===== src/rtl/tjq_pkg.sv =====
// Package for the timer job queue: request and result structs, codes and
// the table entry record. No dependencies.
package tjq_pkg;

	localparam int unsigned MaxResults = 16;

	typedef enum logic [2:0] {
		REQ_TICK   = 3'd0,
		REQ_ONCE   = 3'd1,
		REQ_RECUR  = 3'd2,
		REQ_CANCEL = 3'd3,
		REQ_QUERY  = 3'd4
	} req_code_t;

	typedef enum logic [1:0] {
		KIND_SCHED  = 2'd0,
		KIND_FIRED  = 2'd1,
		KIND_CANCEL = 2'd2,
		KIND_QUERY  = 2'd3
	} kind_code_t;

	typedef struct packed {
		logic [2:0]  req_type;
		logic [30:0] delay;
		logic [30:0] period;
		logic [30:0] job_id;
	} req_t;

	typedef struct packed {
		logic [1:0]  kind;
		logic [30:0] result_id;
		logic        ok;
		logic        last;
	} rsp_t;

	typedef struct packed {
		logic [30:0] id;
		logic [31:0] deadline;
		logic [30:0] period;
		logic [31:0] order;
	} entry_t;

	// Serial-number ordering key: deadline relative to now, offset so that
	// an unsigned compare gives the firing order.
	function automatic logic [31:0] rel_key(input logic [31:0] dl, input logic [31:0] now);
		logic [31:0] d;
		d = dl - now;
		return d ^ 32'h8000_0000;
	endfunction

endpackage


===== src/rtl/tjq_scan.sv =====
// Shared scan comparator of the timer job queue: one table entry per cycle
// while step is high, tracking the earliest due entry, the id match and the
// first free slot. Depends on tjq_pkg.
module tjq_scan
	import tjq_pkg::*;
#(
	parameter int unsigned IdxW = 4
) (
	input  logic            clk,
	input  logic            arst_n,
	input  logic            start,
	input  logic            step,
	input  logic [IdxW-1:0] idx,
	input  logic            ent_valid,
	input  entry_t          ent,
	input  logic [31:0]     now_time,
	input  logic [30:0]     match_id,
	output logic            best_found,
	output logic [IdxW-1:0] best_idx,
	output logic            hit_found,
	output logic [IdxW-1:0] hit_idx,
	output logic            free_found,
	output logic [IdxW-1:0] free_idx
);

	logic [31:0] best_key_q, best_order_q, key;
	logic        due, better;
	logic        best_found_q, hit_found_q, free_found_q;
	logic [IdxW-1:0] best_idx_q, hit_idx_q, free_idx_q;

	always_comb begin
		key = rel_key(ent.deadline, now_time);
		due = ent_valid && !key[31];
		if (key != best_key_q) begin
			better = key < best_key_q;
		end else begin
			better = (ent.order - best_order_q) >> 31 != 32'd0;
		end
	end

	always_ff @(posedge clk or negedge arst_n) begin
		if (!arst_n) begin
			best_found_q <= 1'b0;
			hit_found_q  <= 1'b0;
			free_found_q <= 1'b0;
		end else if (start) begin
			best_found_q <= 1'b0;
			hit_found_q  <= 1'b0;
			free_found_q <= 1'b0;
		end else if (step) begin
			if (due && (!best_found_q || better)) begin
				best_found_q <= 1'b1;
			end
			if (ent_valid && match_id != 31'd0 && ent.id == match_id && !hit_found_q) begin
				hit_found_q <= 1'b1;
			end
			if (!ent_valid && !free_found_q) begin
				free_found_q <= 1'b1;
			end
		end
	end

	always_ff @(posedge clk) begin
		if (step) begin
			if (due && (!best_found_q || better)) begin
				best_idx_q   <= idx;
				best_key_q   <= key;
				best_order_q <= ent.order;
			end
			if (ent_valid && ent.id == match_id && !hit_found_q) begin
				hit_idx_q <= idx;
			end
			if (!ent_valid && !free_found_q) begin
				free_idx_q <= idx;
			end
		end
	end

	assign best_found = best_found_q;
	assign best_idx   = best_idx_q;
	assign hit_found  = hit_found_q;
	assign hit_idx    = hit_idx_q;
	assign free_found = free_found_q;
	assign free_idx   = free_idx_q;

endmodule


===== src/rtl/timer_job_queue.sv =====
// Timer job queue top level: job table memory, sequencer and result register.
// A schedule, cancel or query request is answered after one table scan, and the
// next request is taken once the sequencer is back in idle. A tick that fires
// k jobs, with k below MaxResults, runs k + 1 table scans. A stalled result adds
// its stall. The table scan, one entry a cycle through the shared comparator,
// sets the rate. arst_n clears valid bits, time, counters and the sequencer.
// Uses tjq_pkg.
module timer_job_queue
	import tjq_pkg::*;
#(
	parameter int unsigned MAX_JOBS = 16
) (
	input  logic clk,
	input  logic arst_n,
	input  logic req_valid,
	output logic req_stall,
	input  req_t req,
	output logic rsp_valid,
	input  logic rsp_stall,
	output rsp_t rsp
);

	localparam int unsigned IdxW = $clog2(MAX_JOBS);
	localparam int unsigned CntW = $clog2(MaxResults + 1);

	typedef enum logic [5:0] {
		ST_IDLE  = 6'b000001,
		ST_SCAN  = 6'b000010,
		ST_LAST  = 6'b000100,
		ST_ACT   = 6'b001000,
		ST_EMIT  = 6'b010000,
		ST_WAIT  = 6'b100000
	} state_t;

	state_t          state_q;
	req_t            req_q;
	entry_t          mem [MAX_JOBS];
	entry_t          rd_s1;
	logic [MAX_JOBS-1:0] valid_q;
	logic            rd_valid_s1;
	logic [IdxW:0]   cnt_q;
	logic [IdxW-1:0] rd_idx_s1;
	logic [IdxW-1:0] rd_addr;
	logic [31:0]     now_q, ins_q;
	logic [30:0]     idc_q, idc_inc;
	logic [CntW-1:0] nres_q;
	logic            out_v_q;
	logic            held_q;
	rsp_t            out_q;
	logic            start, step;
	logic            best_found, hit_found, free_found;
	logic [IdxW-1:0] best_idx, hit_idx, free_idx;
	logic            we;
	logic [IdxW-1:0] wa;
	entry_t          wd;

	assign req_stall = state_q != ST_IDLE;
	assign rsp_valid = out_v_q;
	assign rsp       = out_q;
	assign idc_inc   = idc_q + 31'd1;

	// Once the scan has settled, the read port is pointed at the chosen entry.
	assign rd_addr = (state_q == ST_WAIT || state_q == ST_ACT) ? best_idx : cnt_q[IdxW-1:0];

	// Memory read is registered; the scan sees each entry in the cycle after its address.
	always_ff @(posedge clk) begin
		if (we) begin
			mem[wa] <= wd;
		end
		rd_s1     <= mem[rd_addr];
		rd_idx_s1 <= rd_addr;
	end

	always_ff @(posedge clk or negedge arst_n) begin
		if (!arst_n) begin
			rd_valid_s1 <= 1'b0;
		end else begin
			rd_valid_s1 <= valid_q[cnt_q[IdxW-1:0]];
		end
	end

	assign start = state_q == ST_IDLE || state_q == ST_EMIT;
	assign step  = (state_q == ST_SCAN && cnt_q != '0) || state_q == ST_LAST;

	tjq_scan #(.IdxW(IdxW)) u_scan (
		.clk, .arst_n, .start, .step,
		.idx       (rd_idx_s1),
		.ent_valid (rd_valid_s1),
		.ent       (rd_s1),
		.now_time  (now_q),
		.match_id  (req_q.job_id),
		.best_found, .best_idx, .hit_found, .hit_idx, .free_found, .free_idx
	);

	always_comb begin
		we = 1'b0;
		wa = best_idx;
		wd = rd_s1;
		if (state_q == ST_ACT) begin
			if (req_q.req_type == REQ_TICK) begin
				// Fired entry was re-read into rd_s1 by address best_idx.
				we          = best_found && !held_q && rd_s1.period != 31'd0
					&& (!out_v_q || !rsp_stall);
				wd.deadline = now_q + {1'b0, rd_s1.period};
				wd.order    = ins_q;
			end else if (req_q.req_type == REQ_ONCE || req_q.req_type == REQ_RECUR) begin
				we          = free_found;
				wa          = free_idx;
				wd.id       = idc_q;
				wd.deadline = now_q + {1'b0, req_q.delay};
				wd.period   = req_q.req_type == REQ_RECUR ? req_q.period : 31'd0;
				wd.order    = ins_q;
			end
		end
	end

	always_ff @(posedge clk or negedge arst_n) begin
		if (!arst_n) begin
			state_q <= ST_IDLE;
			valid_q <= '0;
			cnt_q   <= '0;
			now_q   <= '0;
			ins_q   <= '0;
			idc_q   <= 31'd1;
			nres_q  <= '0;
			out_v_q <= 1'b0;
			held_q  <= 1'b0;
		end else begin
			if (out_v_q && !rsp_stall) begin
				out_v_q <= 1'b0;
			end
			case (state_q)
				ST_IDLE: begin
					cnt_q  <= '0;
					nres_q <= '0;
					if (req_valid) begin
						req_q <= req;
						if (req.req_type == REQ_TICK) begin
							now_q   <= now_q + 32'd1;
							state_q <= ST_SCAN;
						end else if (req.req_type == REQ_ONCE || req.req_type == REQ_RECUR
								|| req.req_type == REQ_CANCEL || req.req_type == REQ_QUERY) begin
							state_q <= ST_SCAN;
						end
					end
				end
				ST_SCAN: begin
					if (cnt_q == (IdxW+1)'(MAX_JOBS - 1)) begin
						state_q <= ST_LAST;
					end else begin
						cnt_q <= cnt_q + (IdxW+1)'(1);
					end
				end
				ST_LAST: begin
					state_q <= ST_WAIT;
				end
				ST_WAIT: begin
					state_q <= ST_ACT;
				end
				ST_ACT: begin
					if (held_q) begin
						// The held fired result goes out now that the rescan has
						// shown whether another job follows it.
						out_v_q    <= 1'b1;
						out_q.last <= !best_found;
						held_q     <= 1'b0;
						if (!best_found) begin
							state_q <= ST_IDLE;
						end
					end else if (!out_v_q || !rsp_stall) begin
						out_v_q        <= 1'b0;
						out_q.last     <= 1'b1;
						out_q.ok       <= 1'b0;
						out_q.result_id <= req_q.job_id;
						state_q        <= ST_IDLE;
						case (req_q.req_type)
							REQ_TICK: begin
								if (best_found) begin
									out_q.kind      <= KIND_FIRED;
									out_q.result_id <= rd_s1.id;
									out_q.ok        <= 1'b1;
									nres_q          <= nres_q + CntW'(1);
									if (rd_s1.period != 31'd0) begin
										ins_q <= ins_q + 32'd1;
									end else begin
										valid_q[best_idx] <= 1'b0;
									end
									// At the result limit the request ends here; otherwise
									// the result is held over a rescan.
									if (nres_q == CntW'(MaxResults - 1)) begin
										out_v_q <= 1'b1;
									end else begin
										held_q  <= 1'b1;
										state_q <= ST_EMIT;
									end
								end
							end
							REQ_ONCE, REQ_RECUR: begin
								out_v_q    <= 1'b1;
								out_q.kind <= KIND_SCHED;
								out_q.result_id <= 31'd0;
								if (free_found) begin
									valid_q[free_idx] <= 1'b1;
									out_q.ok        <= 1'b1;
									out_q.result_id <= idc_q;
									idc_q <= idc_inc == 31'd0 ? 31'd1 : idc_inc;
									ins_q <= ins_q + 32'd1;
								end
							end
							REQ_CANCEL: begin
								out_v_q    <= 1'b1;
								out_q.kind <= KIND_CANCEL;
								out_q.ok   <= hit_found;
								if (hit_found) begin
									valid_q[hit_idx] <= 1'b0;
								end
							end
							REQ_QUERY: begin
								out_v_q    <= 1'b1;
								out_q.kind <= KIND_QUERY;
								out_q.ok   <= hit_found;
							end
							default: begin
								out_v_q <= 1'b0;
							end
						endcase
					end
				end
				ST_EMIT: begin
					// A fired result is held; the next scan decides whether it was last.
					cnt_q <= '0;
					state_q <= ST_SCAN;
				end
				default: begin
					state_q <= ST_IDLE;
				end
			endcase
		end
	end

	// The result payload holds while the receiver stalls.
	a_rsp_hold: assert property (@(posedge clk) disable iff (!arst_n)
		rsp_valid && rsp_stall |=> rsp_valid && $stable(rsp));
	a_state_onehot: assert property (@(posedge clk) disable iff (!arst_n)
		$onehot(state_q));
	a_held_not_out: assert property (@(posedge clk) disable iff (!arst_n)
		held_q |-> !out_v_q);
	a_busy_stall: assert property (@(posedge clk) disable iff (!arst_n)
		state_q != ST_IDLE |-> req_stall);

endmodule


===== config.mk =====
export PLATFORM = sky130hd
export DESIGN_NAME = timer_job_queue
export DESIGN_NICKNAME = d
export VERILOG_FILES = /design/src/rtl/tjq_pkg.sv /design/src/rtl/tjq_scan.sv /design/src/rtl/timer_job_queue.sv
export SDC_FILE = /design/constraint.sdc
export NUM_CORES = 2
export LEC_CHECK = 0
export ABC_AREA = 1
export BUFFER_PORTS_ARGS = -buffer_cell sky130_fd_sc_hd__buf_2
export CORE_UTILIZATION = 25
export CTS_CLUSTER_DIAMETER = 200
export DETAILED_ROUTE_END_ITERATION = 12
export REMOVE_ABC_BUFFERS = 1
export SETUP_SLACK_MARGIN = 0.02
export SLEW_MARGIN = 20
export SYNTH_ARGS = -nofsm -noshare
export SYNTH_HDL_FRONTEND = slang
export SYNTH_SLANG_ARGS = --single-unit

===== constraint.sdc =====
create_clock -name clk -period 8.7 [get_ports clk]
set_input_delay 1.74 -clock clk [delete_from_list [all_inputs] [get_ports clk]]
set_output_delay 1.74 -clock clk [all_outputs]
set_load 0.01 [all_outputs]

# Word level (Yosys, flattened, before mapping)
# Memories as Yosys holds them, arrays and structs flattened. A register that Yosys moved wholly into a read port is not among the register bits.
# Cells that the tools add are included.
# W data, S select, Z words.
[op_classes] eq_ne=34 n_bitwise=7 addsub=9 order_cmp=8 mux=81 reduce_logical=69
[op_table] operator="$mux W126" n=2
[op_table] operator="$mux W32" n=6
[op_table] operator="$mux W31" n=4
[op_table] operator="$add A32 B1 Y32 const B" n=2
[op_table] operator="$add A32 B31 Y32" n=2
[op_table] operator="$mux W16" n=4
[op_table] operator="$pmux W32 S2" n=1
[op_table] operator="$sub A32 B32 Y32" n=2
[op_table] operator="$pmux W31 S2" n=1
[op_table] operator="$reduce_bool A31 Y1" n=2
[op_table] operator="$pmux W16 S3" n=1
[op_table] operator="$mux W6" n=7
[op_table] operator="$mux W5" n=8
[op_table] operator="$pmux W6 S6" n=1
[op_table] operator="$mux W34" n=1
[op_table] operator="$and A16 B16 Y16" n=2
[op_table] operator="$lt A32 B32 Y1" n=1
[op_table] operator="$mux W1" n=32
[op_table] operator="$ne A32 B32 Y1" n=1
[op_table] operator="$not A16 Y16" n=2
[op_table] operator="$add A31 B1 Y31 const B" n=1
[op_table] operator="$eq A31 B31 Y1" n=1
[op_table] operator="$logic_not A31 Y1" n=1
[op_table] operator="$lt A4 B5 Y1 const B" n=4
[op_table] operator="44 further kinds" n=119
[totals] in_bits=100 ram_bits=2016 ff_bits=344 mem_count=1
[memory_table] memory="mem" words=16 width=126 read_ports=1 rd_ports_with_merged_regs=1 wr=1 line_no="timer_job_queue.sv:37" text="entry_t mem [MAX_JOBS];"

# Longest topological paths before layout
[depth] ltp_word=9 mapped_depth=23 depth_no_buf=23

# Modules after synthesis
# From an unflattened synthesis, not the netlist that was laid out.
[unflattened] cells_unflattened=12103 area_unflattened_um2=115285.6
[by_module_without_submodules] mod="timer_job_queue" instances=1 cells_each=11256 seq_area_each_um2=70330.0 area_per_inst_um2=108569.1
[by_module_without_submodules] mod="tjq_scan" instances=1 cells_each=847 seq_area_each_um2=2357.3 area_per_inst_um2=6716.4

# Least setup slack after synthesis
# OpenSTA, ideal clock, no wires.
[synth_path] path_type="input to register" startpoint="input port req_valid" endpoint="register req_q[0] (netlist bit), enable pin" path_stages=2 arrival_ns=8.286 setup_ns=0.668 path_slack_ns=-0.255 n_path_buf=0 cell_sequence="inv_1 -> nor3_1"
[synth_between] elab_chain_len=1
[synth_rtl] item="start: declaration" line_no="timer_job_queue.sv:15" text="input logic req_valid,"
[synth_rtl] item="$reduce_and A3 Y1 (no source line)"
[synth_rtl] item="end signal: assignment" line_no="timer_job_queue.sv:137" text="req_q <= req;"
[synth_rtl] item="end: declaration" line_no="timer_job_queue.sv:36" text="req_t req_q;"
# No other way between the ends.
# A chain may end at the register's enable or synchronous reset.

# Worst setup path in the final report
[layout_path] startpoint="register req_q[94] (netlist bit)" endpoint="memory mem[4][80] (netlist bit), enable pin"
[layout_between] elab_chain_len=7
[layout_rtl] item="$eq A3 B1 Y1 / $eq A3 B2 Y1 (equally long branches)" line_no="timer_job_queue.sv:106" text="end else if (req_q.req_type == REQ_ONCE || req_q.req_type == REQ_RECUR) begin"
[layout_rtl] item="$logic_or A1 B1 Y1" line_no="timer_job_queue.sv:106"
[layout_rtl] item="$mux W1" line_no="timer_job_queue.sv:106"
[layout_rtl] item="$mux W1" line_no="timer_job_queue.sv:100" text="if (req_q.req_type == REQ_TICK) begin"
[layout_rtl] item="$mux W1" line_no="timer_job_queue.sv:99" text="if (state_q == ST_ACT) begin"
[layout_rtl] item="$mux W1" line_no="timer_job_queue.sv:67" text="if (we) begin"
[layout_rtl] item="$mux W1 (implied by the code)" line_no="timer_job_queue.sv:68" text="mem[wa] <= wd;"
[layout_rtl] item="end: declaration" line_no="timer_job_queue.sv:37"
# Several ways; a longest one is shown, not always the timed one.

==> run_results.csv <==
group,metric,value,unit
finish,layout-drive-gt1-share,0.0713,
drt,detail-route-antenna-nets,0,
power_and_ir_drop,ir_worst_vdd,0.193,mV
sta,finClkSkew,0.0838,ns
setup_path,cp_slowest_stage_delay,0.88,ns
clock_network,numCtsBuffers,276,
setup_path,crit_path_max_fanout,39,
logic_synthesis,yosys-top-cells-area,"edfxtp_1 60%, nand2_1 13%, nand3_1 4.9%",
sta,period_minus_slack,5.37,ns
floorplan,ioPinCount,137,
global_route,grt_pass1_wl,485,mm
placement,dpl.cell_count,16600,
logic_synthesis,synth_top_area_frac,0.603,
logic_synthesis,synthMostInstantiatedCell,"nand2_1",
placement,place.gp.congestion,0.920,
floorplan,initial_utilization,0.251,
logic_synthesis,synth.ff_latch_count,2486,
placement,pre_cts_ws,3.33,ns
setup_path,crit_chain,"nand2_1 -> inv_1 -> nor2_1 -> nand2_2 -> buf_4 -> nor2_4 -> clkinv_1 -> o21ai_2 -> nand3_1 -> nor2_4 -> buf_4 -> buf_4",
finish,fin_util,0.289,
finish,ff_latch_area,0.0727,mm2
setup_path,path_common_cell,"buf_4",
global_route,grt.total_usage,0.144,
logic_synthesis,synth-seq-area-share,0.657,
setup_path,setup.worst_path.class,"flop to flop",
logic_synthesis,ys_warn_count,0,
placement,dp_hpwl,194,mm
setup_path,crit_family,"buffers and inverters",
global_route,overflow,0,
setup_path,start_kind,"flop",
logic_synthesis,avgSynthCellArea,10.2,um2
sta,hold_viol_final,0,
global_route,antenna_found_initial,41,
outcome,outcome,"finished clean",
power_and_ir_drop,p_leak,50.5,nW
floorplan,die_w,667,um
logic_synthesis,yosys-top-cells-count,"3925 x nand2_1, 2223 x edfxtp_1, 1160 x inv_1",
clock_network,clockRootBuffer,"clkbuf_16",
finish,fin_nets,11200,
logic_synthesis,synthArstFlopShare,0.0535,
global_route,first_global_vias,73000,
clock_network,cts_tree,"done",
setup_path,endpoint_kind,"flop",
power_and_ir_drop,power_density,301,mW/mm2
drt,wl_per_cell,19.3,um
finish,multi_input_area,0.0315,mm2
clock_network,cts_resized,0,
floorplan,die_h,667,um
setup_path,cp_data_arrival_time,5.84,ns
logic_synthesis,synth_flop_cell,"edfxtp_1",
placement,io_buffers,136,
setup_path,crit_slowest_cell,"clkinv_1",
clock_network,postCtsSetupRepairBufs,0,
clock_network,ctsHoldBuffers,0,
sta,tightest_slew,1.17,ns
drt,vias_per_cell,4.53,
sta,rsz0062_at_grt,"false",
clock_network,h-tree-depth,5,
flow_run,cap_violations,0,
setup_path,worst-path-buf-inv,5,
clock_network,clock_latency,0.90,ns
logic_synthesis,yosys.area.top_type,"edfxtp_1",
drt,via_count,77500,
sta,setup_viol,0,
clock_network,clk_path_buf_depth,4,
sta,max_freq,186,MHz
worst_hold_path,timing.hold.worst.class,"flop to flop",
sta,slew_viol_final,0,
finish,area_growth,15.0,%
drt,drtIter0Drc,8024,
sta,fin_ws,3.33,ns
floorplan,coreArea,0.441,mm2
sta,fin_crit_sh,0.617,
finish,instances_no_fill,17100,
drt,drtPass1Iterations,6,
clock_network,clock-sinks,2486,
drt,drc,0,
sta,holdWs,0.457,ns
floorplan,dieArea,0.445,mm2
sta,slew_headroom,0.219,
logic_synthesis,netlist_area,0.111,mm2
clock_network,clk_pin_slew,0.06,ns
floorplan,num_rows,244,
drt,routed_wl,330,mm
finish,fillCellCount,45300,
logic_synthesis,synth_cell_types,56,
logic_synthesis,synth-edff-count,2223,
logic_synthesis,synthCells,10900,
global_route,grt_max_degree,192,
setup_path,crit_required,9.17,ns
-- metal layers --
metal	wire length, um	track usage	share of wire
met4	11900	0.0516	0.036
met1	144000	0.195	0.44
met3	19600	0.0157	0.059
met5	34	0	0.00010
met2	155000	0.236	0.47
-- kinds of logic (layout without fill, tap and decap cells) --
logic type | after synthesis | in the layout | synth area share
AND/OR/NAND/NOR | 5532 | 5532 | 0.204
flip-flops | 2486 | 2486 | 0.657
buffers and inverters | 1643 | 1982 | 0.0609
AO/OA/AOI/OAI | 911 | 911 | 0.0500
adder cells (fa/ha/maj) | 166 | 166 | 0.0190
XOR/XNOR | 117 | 117 | 0.00926
other | 0 | 20 | 0
-- worst reg2reg max path: cells and delay by family (launching register included) --
family	cells	cell delay [ns]
AO/OA/AOI/OAI	1	0.60
AND/OR/NAND/NOR	6	1.35
buffers and inverters	5	2.59
flip-flops	1	0.42
-- stage by stage --
step	setup TNS, ns	instance area [um2]	power (mW)
6_report	0	127000	38.4
5_1_grt	0	127000	40.3
4_1_cts	0	127000	38.5
3_5_place_dp	0	118000	26.9
3_3_place_gp	0	118000	26.9
2_1_floorplan	-3931.85	108000	25.5
-- registers in the layout, summed over array words and instances, names as in the netlist, 4 cells and up --
name,cells
rsp,35
valid_q,16
u_scan.hit_idx,4
u_scan.free_idx,4
idc_q,31
ins_q,32
cnt_q,5
u_scan.best_order_q,32
u_scan.best_idx,4
mem,2016
rd_idx_s1,4
nres_q,5
u_scan.best_key_q,32
state_q,6
rd_s1,126
req_q,96
now_q,32
-- placed cells by master, fill, tap and decap left out, types with 9 or more instances in the layout --
cell type and instances:
a21o_1 9, a21oi_1 159, buf_12 29, buf_2 135, buf_4 152, bufinv_16 20, clkbuf_1 66, clkbuf_16 279
clkbuf_8 23, clkinv_1 38, clkinv_2 42, dfrtp_1 131, dfxtp_1 130, diode_2 20, edfxtp_1 2223, ha_1 163
inv_1 1159, inv_6 13, nand2_1 3925, nand3_1 1085, nand3b_1 14, nand4_1 50, nor2_1 297, nor2_4 20
nor3_1 57, nor4_1 31, o211ai_1 260, o21ai_0 325, o21ai_1 30, o21bai_1 19, o221ai_1 26, o22ai_1 36
or2_2 23, xnor2_1 15, xor2_1 102
-- path summary, 6_finish.rpt --
| check | from | endpoint | slack (ns) | depth (start not counted) |
|---|---|---|---|---|
| worst max-delay path | req_q[94]$_DFFE_PP_ | mem[4][80]$_DFFE_PP_ | 3.33 | 12 |
| worst min-delay path | rd_idx_s1[0]$_DFF_P_ | u_scan.free_idx[0]$_DFFE_PP_ | 0.46 | 0 |
| worst max register to register | req_q[94]$_DFFE_PP_ | mem[4][80]$_DFFE_PP_ | 3.33 | 12 |
| worst min register to register | rd_idx_s1[0]$_DFF_P_ | u_scan.free_idx[0]$_DFFE_PP_ | 0.46 | 0 |
| max in group asynchronous | arst_n | idc_q[6]$_DFFE_PN0P_ | 6.07 | 3 |
| min in group asynchronous | arst_n | ins_q[19]$_DFFE_PN0P_ | 0.78 | 1 |
-- layout make-up --
class | instances | share of cell area
Sequential cell | 2486 | 0.571
Timing Repair Buffer | 317 | 0.0189
Multi-Input combinational cell | 6726 | 0.248
Tap cell | 5904 | 0.0580
Clock inverter | 132 | 0.0105
Antenna cell | 20 | 0.000393
Clock buffer | 368 | 0.0592
Inverter | 1165 | 0.0345
-- power breakdown --
part / internal (mW) / total [mW] / switching, mW / leakage [nW]
sequential: 15.0 / 15.7 / 0.649 / 22.7
clock: 6.73 / 11.6 / 4.85 / 4.34
combinational: 3.09 / 11.1 / 8.02 / 23.5
total: 24.9 / 38.4 / 13.5 / 50.5
Power figures use the tool's default switching activity.
